===== src/rtl/core/rtcb_pkg.sv =====
// Shared types, constants and BCD helper for the serial RTC burst reader.
// No dependencies.
`default_nettype none

package rtcb_pkg;

    localparam logic [7:0] CMD_BURST_READ  = 8'hBF;
    localparam logic [7:0] STEP_IDLE       = 8'd0;
    localparam logic [7:0] STEP_CMD_FIRST  = 8'd1;
    localparam logic [7:0] STEP_READ_FIRST = 8'd17;
    localparam logic [7:0] STEP_FINISH     = 8'd129;

    localparam logic [2:0] BYTE_SECOND  = 3'd0;
    localparam logic [2:0] BYTE_MINUTE  = 3'd1;
    localparam logic [2:0] BYTE_HOUR    = 3'd2;
    localparam logic [2:0] BYTE_DAY     = 3'd3;
    localparam logic [2:0] BYTE_MONTH   = 3'd4;
    localparam logic [2:0] BYTE_WEEKDAY = 3'd5;
    localparam logic [2:0] BYTE_YEAR    = 3'd6;

    localparam logic [6:0]  PIVOT_RESET = 7'd80;
    localparam logic [6:0]  HOUR_NOON   = 7'd12;
    localparam logic [11:0] YEAR_1900   = 12'd1900;
    localparam logic [11:0] YEAR_2000   = 12'd2000;

    typedef struct packed {
        logic ce;
        logic sclk;
        logic dout;
        logic drive;
        logic busy;
    } t_pins;

    typedef struct packed {
        logic       strobe;
        logic [2:0] index;
        logic [7:0] raw;
    } t_byte_evt;

    function automatic logic [6:0] bcd_byte(input logic [7:0] v);
        logic [6:0] tens;
        logic [6:0] ones;
        tens = (v[7:4] > 4'd9) ? 7'd0 : {3'b000, v[7:4]};
        ones = (v[3:0] > 4'd9) ? 7'd0 : {3'b000, v[3:0]};
        return (tens << 3) + (tens << 1) + ones;
    endfunction

endpackage

`default_nettype wire


===== src/rtl/core/rtcb_if.sv =====
// Valid/ready channel interfaces for the serial RTC burst reader.
// Standalone; no package dependency.
`default_nettype none

interface rtcb_item_if;
    logic valid;
    logic ready;
    logic start_req;
    logic sampled_io;

    modport source (output valid, start_req, sampled_io, input ready);
    modport sink   (input valid, start_req, sampled_io, output ready);
endinterface

interface rtcb_result_if;
    logic        valid;
    logic        ready;
    logic        chip_enable;
    logic        serial_clock;
    logic        data_out;
    logic        data_drive;
    logic        busy_res;
    logic        time_valid;
    logic [6:0]  second;
    logic [6:0]  minute;
    logic [6:0]  hour;
    logic [6:0]  day;
    logic [6:0]  month;
    logic [11:0] year;

    modport source (output valid, chip_enable, serial_clock, data_out, data_drive,
                    busy_res, time_valid, second, minute, hour, day, month, year,
                    input ready);
    modport sink   (input valid, chip_enable, serial_clock, data_out, data_drive,
                    busy_res, time_valid, second, minute, hour, day, month, year,
                    output ready);
endinterface

`default_nettype wire


===== src/rtl/core/rtcb_sequencer.sv =====
// Half-bit sequencer: step counter, shift register and pin levels.
// Uses rtcb_pkg. Emits a byte event when a read byte completes.
`default_nettype none

module rtcb_sequencer (
    input  wire logic               i_clk,
    input  wire logic               i_rst_n,
    input  wire logic               i_advance,
    input  wire logic               i_start_req,
    input  wire logic               i_sampled_io,
    output rtcb_pkg::t_pins         o_pins,
    output rtcb_pkg::t_byte_evt     o_byte_evt,
    output logic                    o_finish
);

    logic [7:0]      r_step, n_step;
    logic [7:0]      r_shift, n_shift;
    rtcb_pkg::t_pins r_pins, n_pins;
    logic [3:0]      cmd_idx;
    logic [6:0]      rd_idx;
    logic [7:0]      step_cmd;
    logic [7:0]      step_rd;

    assign step_cmd = r_step - rtcb_pkg::STEP_CMD_FIRST;
    assign step_rd  = r_step - rtcb_pkg::STEP_READ_FIRST;
    assign cmd_idx  = step_cmd[3:0];
    assign rd_idx   = step_rd[6:0];

    always_comb begin
        n_step     = r_step;
        n_shift    = r_shift;
        n_pins     = r_pins;
        o_byte_evt = '0;
        o_finish   = 1'b0;
        priority if (r_step == rtcb_pkg::STEP_IDLE) begin
            if (i_start_req) begin
                n_pins = '{ce: 1'b1, sclk: 1'b0, dout: 1'b0, drive: 1'b0, busy: 1'b1};
                n_step = rtcb_pkg::STEP_CMD_FIRST;
            end
        end else if (r_step < rtcb_pkg::STEP_READ_FIRST) begin
            if (!cmd_idx[0]) begin
                n_pins.sclk  = 1'b0;
                n_pins.drive = 1'b1;
                n_pins.dout  = rtcb_pkg::CMD_BURST_READ[cmd_idx[3:1]];
            end else begin
                n_pins.sclk = 1'b1;
            end
            n_step = r_step + 8'd1;
        end else if (r_step < rtcb_pkg::STEP_FINISH) begin
            if (!rd_idx[0]) begin
                n_pins.sclk  = 1'b0;
                n_pins.drive = 1'b0;
                n_pins.dout  = 1'b0;
                n_shift      = {i_sampled_io, r_shift[7:1]};
                if (rd_idx[3:1] == 3'd7) begin
                    o_byte_evt.strobe = i_advance;
                    o_byte_evt.index  = rd_idx[6:4];
                    o_byte_evt.raw    = n_shift;
                end
            end else begin
                n_pins.sclk = 1'b1;
            end
            n_step = r_step + 8'd1;
        end else begin
            n_pins   = '0;
            o_finish = 1'b1;
            n_step   = rtcb_pkg::STEP_IDLE;
        end
    end

    always_ff @(posedge i_clk) begin
        if (!i_rst_n) begin
            r_step  <= rtcb_pkg::STEP_IDLE;
            r_shift <= '0;
            r_pins  <= '0;
        end else if (i_advance) begin
            r_step  <= n_step;
            r_shift <= n_shift;
            r_pins  <= n_pins;
        end
    end

    assign o_pins = r_pins;

endmodule

`default_nettype wire


===== src/rtl/core/rtcb_time_regs.sv =====
// Time field registers with BCD decode, 12/24-hour and century windowing.
// Uses rtcb_pkg; fed by byte events from rtcb_sequencer.
`default_nettype none

module rtcb_time_regs (
    input  wire logic                i_clk,
    input  wire logic                i_rst_n,
    input  wire rtcb_pkg::t_byte_evt i_byte_evt,
    input  wire logic [6:0]          i_year_pivot,
    output logic [6:0]               o_second,
    output logic [6:0]               o_minute,
    output logic [6:0]               o_hour,
    output logic [6:0]               o_day,
    output logic [6:0]               o_month,
    output logic [11:0]              o_year
);

    logic [6:0]  r_second, r_minute, r_hour, r_day, r_month;
    logic [11:0] r_year;
    logic [6:0]  dec_full;
    logic [6:0]  dec_sec;
    logic [6:0]  dec_h12;
    logic [6:0]  hour_12;
    logic [6:0]  hour_val;
    logic [11:0] year_val;

    assign dec_full = rtcb_pkg::bcd_byte(i_byte_evt.raw);
    assign dec_sec  = rtcb_pkg::bcd_byte({1'b0, i_byte_evt.raw[6:0]});
    assign dec_h12  = rtcb_pkg::bcd_byte({3'b000, i_byte_evt.raw[4:0]});

    always_comb begin
        hour_12 = (dec_h12 == rtcb_pkg::HOUR_NOON) ? 7'd0 : dec_h12;
        if (i_byte_evt.raw[5]) begin
            hour_12 = hour_12 + rtcb_pkg::HOUR_NOON;
        end
        hour_val = i_byte_evt.raw[7] ? hour_12 : dec_full;
        year_val = ((dec_full >= i_year_pivot) ? rtcb_pkg::YEAR_1900 : rtcb_pkg::YEAR_2000)
                   + {5'b00000, dec_full};
    end

    always_ff @(posedge i_clk) begin
        if (!i_rst_n) begin
            r_second <= '0;
            r_minute <= '0;
            r_hour   <= '0;
            r_day    <= '0;
            r_month  <= '0;
            r_year   <= rtcb_pkg::YEAR_1900;
        end else if (i_byte_evt.strobe) begin
            unique case (i_byte_evt.index)
                rtcb_pkg::BYTE_SECOND: r_second <= dec_sec;
                rtcb_pkg::BYTE_MINUTE: r_minute <= dec_full;
                rtcb_pkg::BYTE_HOUR:   r_hour   <= hour_val;
                rtcb_pkg::BYTE_DAY:    r_day    <= dec_full;
                rtcb_pkg::BYTE_MONTH:  r_month  <= dec_full;
                rtcb_pkg::BYTE_YEAR:   r_year   <= year_val;
                rtcb_pkg::BYTE_WEEKDAY: begin
                end
                default: begin
                end
            endcase
        end
    end

    assign o_second = r_second;
    assign o_minute = r_minute;
    assign o_hour   = r_hour;
    assign o_day    = r_day;
    assign o_month  = r_month;
    assign o_year   = r_year;

endmodule

`default_nettype wire


===== src/rtl/core/serial_rtc_burst_reader.sv =====
// Serial RTC burst reader top: one item per tick, one result per item.
// The result is registered at the edge that accepts the item.
// Throughput 1 item per cycle; input ready stays high while the result register is
// empty or being drained, so a stalled result blocks only the next item.
// Reset (synchronous, active low): sequence idle, pins low, time 0 and year 1900,
// year pivot 80, no result pending. Uses rtcb_pkg, rtcb_if, sequencer, time regs.
`default_nettype none

module serial_rtc_burst_reader (
    input  wire logic          i_clk,
    input  wire logic          i_rst_n,
    input  wire logic          i_cfg_wr_en,
    input  wire logic [6:0]    i_cfg_wr_data,
    rtcb_item_if.sink          i_item,
    rtcb_result_if.source      o_result
);

    logic                r_out_valid;
    logic                r_time_valid;
    logic [6:0]          r_year_pivot;
    logic                advance;
    logic                finish;
    rtcb_pkg::t_pins     pins;
    rtcb_pkg::t_byte_evt byte_evt;

    assign i_item.ready = !r_out_valid || o_result.ready;
    assign advance      = i_item.valid && i_item.ready;

    rtcb_sequencer u_seq (
        .i_clk        (i_clk),
        .i_rst_n      (i_rst_n),
        .i_advance    (advance),
        .i_start_req  (i_item.start_req),
        .i_sampled_io (i_item.sampled_io),
        .o_pins       (pins),
        .o_byte_evt   (byte_evt),
        .o_finish     (finish)
    );

    rtcb_time_regs u_time (
        .i_clk        (i_clk),
        .i_rst_n      (i_rst_n),
        .i_byte_evt   (byte_evt),
        .i_year_pivot (r_year_pivot),
        .o_second     (o_result.second),
        .o_minute     (o_result.minute),
        .o_hour       (o_result.hour),
        .o_day        (o_result.day),
        .o_month      (o_result.month),
        .o_year       (o_result.year)
    );

    always_ff @(posedge i_clk) begin
        if (!i_rst_n) begin
            r_out_valid  <= 1'b0;
            r_time_valid <= 1'b0;
            r_year_pivot <= rtcb_pkg::PIVOT_RESET;
        end else begin
            if (i_cfg_wr_en) begin
                r_year_pivot <= i_cfg_wr_data;
            end
            if (advance) begin
                r_out_valid  <= 1'b1;
                r_time_valid <= finish;
            end else if (o_result.ready) begin
                r_out_valid <= 1'b0;
            end
        end
    end

    assign o_result.valid        = r_out_valid;
    assign o_result.chip_enable  = pins.ce;
    assign o_result.serial_clock = pins.sclk;
    assign o_result.data_out     = pins.dout;
    assign o_result.data_drive   = pins.drive;
    assign o_result.busy_res     = pins.busy;
    assign o_result.time_valid   = r_time_valid;

endmodule

`default_nettype wire


===== src/flat_wrapper.sv =====
// flat-port wrapper written by rule: the top's interface ports become plain ports
module serial_rtc_burst_reader_flat 
  (i_clk, i_rst_n, i_cfg_wr_en, i_cfg_wr_data, i_item_valid, i_item_start_req, i_item_sampled_io, i_item_ready, o_result_valid, o_result_chip_enable, o_result_serial_clock, o_result_data_out, o_result_data_drive, o_result_busy_res, o_result_time_valid, o_result_second, o_result_minute, o_result_hour, o_result_day, o_result_month, o_result_year, o_result_ready);
  rtcb_item_if i_item_i ();
  rtcb_result_if o_result_i ();
  input  wire logic i_clk;
  input  wire logic i_rst_n;
  input  wire logic i_cfg_wr_en;
  input  wire logic [6:0] i_cfg_wr_data;
  input wire logic [$bits(i_item_i.valid)-1:0] i_item_valid;
  input wire logic [$bits(i_item_i.start_req)-1:0] i_item_start_req;
  input wire logic [$bits(i_item_i.sampled_io)-1:0] i_item_sampled_io;
  output wire logic [$bits(i_item_i.ready)-1:0] i_item_ready;
  output wire logic [$bits(o_result_i.valid)-1:0] o_result_valid;
  output wire logic [$bits(o_result_i.chip_enable)-1:0] o_result_chip_enable;
  output wire logic [$bits(o_result_i.serial_clock)-1:0] o_result_serial_clock;
  output wire logic [$bits(o_result_i.data_out)-1:0] o_result_data_out;
  output wire logic [$bits(o_result_i.data_drive)-1:0] o_result_data_drive;
  output wire logic [$bits(o_result_i.busy_res)-1:0] o_result_busy_res;
  output wire logic [$bits(o_result_i.time_valid)-1:0] o_result_time_valid;
  output wire logic [$bits(o_result_i.second)-1:0] o_result_second;
  output wire logic [$bits(o_result_i.minute)-1:0] o_result_minute;
  output wire logic [$bits(o_result_i.hour)-1:0] o_result_hour;
  output wire logic [$bits(o_result_i.day)-1:0] o_result_day;
  output wire logic [$bits(o_result_i.month)-1:0] o_result_month;
  output wire logic [$bits(o_result_i.year)-1:0] o_result_year;
  input wire logic [$bits(o_result_i.ready)-1:0] o_result_ready;
  assign i_item_i.valid = i_item_valid;
  assign i_item_i.start_req = i_item_start_req;
  assign i_item_i.sampled_io = i_item_sampled_io;
  assign i_item_ready = i_item_i.ready;
  assign o_result_valid = o_result_i.valid;
  assign o_result_chip_enable = o_result_i.chip_enable;
  assign o_result_serial_clock = o_result_i.serial_clock;
  assign o_result_data_out = o_result_i.data_out;
  assign o_result_data_drive = o_result_i.data_drive;
  assign o_result_busy_res = o_result_i.busy_res;
  assign o_result_time_valid = o_result_i.time_valid;
  assign o_result_second = o_result_i.second;
  assign o_result_minute = o_result_i.minute;
  assign o_result_hour = o_result_i.hour;
  assign o_result_day = o_result_i.day;
  assign o_result_month = o_result_i.month;
  assign o_result_year = o_result_i.year;
  assign o_result_i.ready = o_result_ready;
  serial_rtc_burst_reader u_core (.i_clk(i_clk), .i_rst_n(i_rst_n), .i_cfg_wr_en(i_cfg_wr_en), .i_cfg_wr_data(i_cfg_wr_data), .i_item(i_item_i), .o_result(o_result_i));
endmodule

===== config.mk =====
export PLATFORM = sky130hd
export DESIGN_NAME = serial_rtc_burst_reader_flat
export DESIGN_NICKNAME = d
export VERILOG_FILES = /design/src/rtl/core/rtcb_pkg.sv /design/src/rtl/core/rtcb_if.sv /design/src/rtl/core/rtcb_sequencer.sv /design/src/rtl/core/rtcb_time_regs.sv /design/src/rtl/core/serial_rtc_burst_reader.sv /design/src/flat_wrapper.sv
export SDC_FILE = /design/constraint.sdc
export NUM_CORES = 1
export LEC_CHECK = 0
export CORE_MARGIN = 2
export CORE_UTILIZATION = 50
export DETAILED_ROUTE_END_ITERATION = 10
export DONT_BUFFER_PORTS = 1
export PLACE_DENSITY = 0.7
export SYNTH_ARGS = -nofsm -noshare
export SYNTH_HDL_FRONTEND = slang
export SYNTH_SLANG_ARGS = --single-unit

===== constraint.sdc =====
create_clock -name i_clk -period 18 [get_ports i_clk]
set_input_delay 1.8 -clock i_clk [delete_from_list [all_inputs] [get_ports i_clk]]
set_output_delay 1.8 -clock i_clk [all_outputs]
set_load 0.02 [all_outputs]

==> impl_metrics.py <==
metrics = {
    "pwr": {
        "power_density_nw_per_um2": 69.0,
        "ir_drop_mv": 0.0360,
        "p_leak_nw": 1.96,
    },
    "placed_design": {
        "port_buffers": 0,
        "dp_cells": 560,
        "detailed_place_hpwl_um": 7130,
        "dp_slack_ps": 10480,
        "gp_congestion": 0.906,
    },
    "logic_synthesis": {
        "ys.flop_type": "dfxtp_1",
        "synth.largest_area_cell": "dfxtp_1",
        "avgSynthCellArea_sq_um": 8.93,
        "synth_fp_nets": 525,
        "synth_area_leaders": "dfxtp_1, ha_1, mux2i_1",
        "yosysSeqAreaShare_pct": 35.2,
        "synth_top_cell_area_share_pct": 35.2,
        "yosysUniqueCellTypes": 63,
        "ys_warn_count": 0,
        "netlist_instances": 478,
        "syn-cell-area_sq_um": 4270,
        "synth-seq-cells": 75,
        "synth-edff-count": 0,
        "async_reset_ff_share_pct": 0,
    },
    "sta": {
        "whs_ps": 494,
        "fin_crit_sh_pct": 41.9,
        "rsz0062_at_grt": "false",
        "fin_crit_ps": 7540,
        "fin_worst_skew_ps": 10.9,
        "slew-limit-headroom_pct": 25.1,
        "fmax_mhz": 133,
        "setup_viol": 0,
        "final.setup.tns_ps": 0,
        "tightest_slew_ps": 1110,
        "hold_viol_final": 0,
        "final.setup.worst_slack_ps": 10460,
        "drv_slew": 0,
    },
    "grt": {
        "grt_pass1_wl_um": 15400,
        "grt_max_degree": 33,
        "antenna_found_initial": 0,
        "grt-ovfl-total": 0,
        "grt_pass1_vias": 3159,
        "track_usage_pct": 21.5,
    },
    "min_path": {
        "whs_endpoint": "u_core.r_year_pivot[4]",
        "min-delay-path-class": "register to register",
        "hold_depth": 2,
        "hp-start": "u_core.r_year_pivot[4]",
    },
    "critical_path": {
        "timing.rr.end": "u_core.u_time.o_year[11]",
        "regToRegSetupSlack_ps": 10460,
        "crit_arrival_ps": 7770,
        "endpoint_kind": "register",
        "critical_path.startpoint_type": "register",
        "worstRegToRegCells": 26,
        "critical_path_class": "register to register",
        "r2r_start": "u_core.u_seq.r_step[0]",
        "startpoint": "u_core.u_seq.r_step[0]",
        "crit_fanout": 9,
        "crit_required_ps": 18220,
    },
    "drt": {
        "drt.antenna.violating_nets": 0,
        "routed_wl_um": 9490,
        "drtIter0Drc": 123,
        "first_pass_iters": 4,
        "drc_errors": 0,
        "post_drt_wl_per_cell_um": 16.5,
        "vias": 3339,
        "vias_per_cell": 5.81,
    },
    "layout": {
        "final_layout_size_suffix_gt1_share_pct": 8.51,
        "final_cells": 575,
        "final_common_cell": "dfxtp_1",
        "final_util_pct": 54.0,
        "final_cell_mix": "dfxtp_1, nor2_1, nand2_1",
        "area_growth_pct": 4.40,
        "antenna_cells": 0,
        "fin_nets": 513,
    },
    "status": {
        "status": "completed",
    },
    "clock_network": {
        "path_clk_slew_ps": 80,
        "clock_tree.buffer_depth": 2,
        "cts_htree_levels": 3,
        "cts_root_buf": "clkbuf_8",
        "numCtsBuffers": 9,
        "cts_hold_buf": 0,
        "cts.sinks": 75,
        "cts_resized": 0,
        "clock_latency_ps": 340,
        "cts_setup_buffers": 0,
        "cts_tree": "built",
    },
    "floorplanning": {
        "start_util_pct": 51.7,
        "die_area_sq_um": 9290,
        "die_h_um": 96.4,
        "fp-row-count": 33,
        "die_w_um": 96.4,
        "core_area_sq_um": 8260,
        "io_pins": 69,
    },
    "flow_run": {
        "maxCapViolations": 0,
    },
}
[kinds of logic after synthesis]
kind of cell	after synthesis	share of synthesized area [%]
XOR/XNOR	21	4.31
flip-flops	75	35.2
multiplexers	34	7.97
buffers and inverters	47	5.04
AND/OR/NAND/NOR	174	21.4
adder cells (fa/ha/maj)	33	10.6
AO/OA/AOI/OAI	94	15.5
[per-stage QoR]
stage	power [mW]	area (sq um)
CTS	0.311	4460
global route	0.319	4460
global placement	0.194	4280
floorplan	0.192	4270
finish	0.307	4460
detailed placement	0.194	4280
[area by class of cell]
| cell class | count | area, sq um |
|---|---|---|
| clock inverters | 4 | 26.3 |
| flip-flops and latches | 75 | 1500 |
| repair buffers | 1 | 7.51 |
| fillers | 800 | 3800 |
| multi-input cells | 356 | 2550 |
| clock buffers | 11 | 151 |
| inverters | 23 | 86.3 |
| well taps | 105 | 131 |
[worst max-delay path by stage]
stage,cells after the start,slack (ps),end
floorplan,27,11110,u_core.u_time.o_year[11]
global placement,26,10730,u_core.u_time.o_year[11]
detailed placement,26,10480,u_core.u_time.o_year[11]
CTS,26,10460,u_core.u_time.o_year[11]
global route,26,9970,u_core.u_time.o_year[11]
finish,26,10460,u_core.u_time.o_year[11]
[cell usage after synthesis (2+ instances only)]
library cell / count
nor2_1: 58
a31oi_1: 2
nor3b_1: 2
or4_1: 3
clkbuf_1: 11
a21oi_1: 37
o31ai_1: 2
inv_1: 23
o21a_1: 4
nand4_1: 2
ha_1: 28
o21ai_0: 8
nand3_1: 14
dfxtp_1: 75
buf_1: 3
xnor2_1: 14
nand2b_1: 8
nor3_1: 9
mux2i_1: 34
and3_1: 4
and2_2: 2
buf_4: 3
nor4_4: 3
fa_1: 5
nand4_2: 2
or3_1: 4
nor3_2: 3
nor2b_1: 2
buf_2: 4
nand2_1: 46
xor2_1: 7
o211ai_1: 5
o22ai_1: 2
nor4_2: 3
buf_6: 3
or2_2: 2
o21ai_1: 5
a21o_1: 11
[worst max-delay path, cell delays in order, from the launching register on]
cell and delay [ps]:
dfxtp_1 400, inv_1 200, ha_1 220, or3b_4 420, o41ai_4 410, o2111a_1 410, and3_1 300, o21a_1 170
inv_1 60, fa_1 540, inv_1 70, fa_1 460, a21o_1 200, a21oi_1 420, o31a_2 280, nor2_1 80
ha_1 330, and3_1 210, a221o_1 310, a31o_2 290, ha_1 300, a21o_1 180, a21o_1 210, a211o_1 290
or4_1 410, nand4_1 140, a21oi_1 80
[routing by layer]
layer | GRT usage (%) | wire length, um | vias up
li1 | - | - | 1658
met1 | 27.8 | 4100 | 1556
met2 | 33.2 | 4340 | 99
met3 | 5.51 | 727 | 26
met4 | 11.2 | 317 | 0
met5 | 0 | 0 | -
[sequential cells by signal (all words and copies together), names as in the netlist]
name,cells
u_core.o_result.time_valid,1
u_core.o_result.valid,1
u_core.r_year_pivot,7
u_core.u_seq.o_pins,4
u_core.u_seq.r_shift,7
u_core.u_seq.r_step,8
u_core.u_time.o_day,7
u_core.u_time.o_hour,7
u_core.u_time.o_minute,7
u_core.u_time.o_month,7
u_core.u_time.o_second,7
u_core.u_time.o_year,12
[power breakdown]
part | internal (mW) | switching [mW] | leakage, nW
registers | 0.168 | 0.00307 | 0.607
clock network | 0.0566 | 0.0605 | 0.0912
logic | 0.00643 | 0.0131 | 1.26
total | 0.231 | 0.0766 | 1.96
Note: power is estimated with default switching activity, not from simulation.
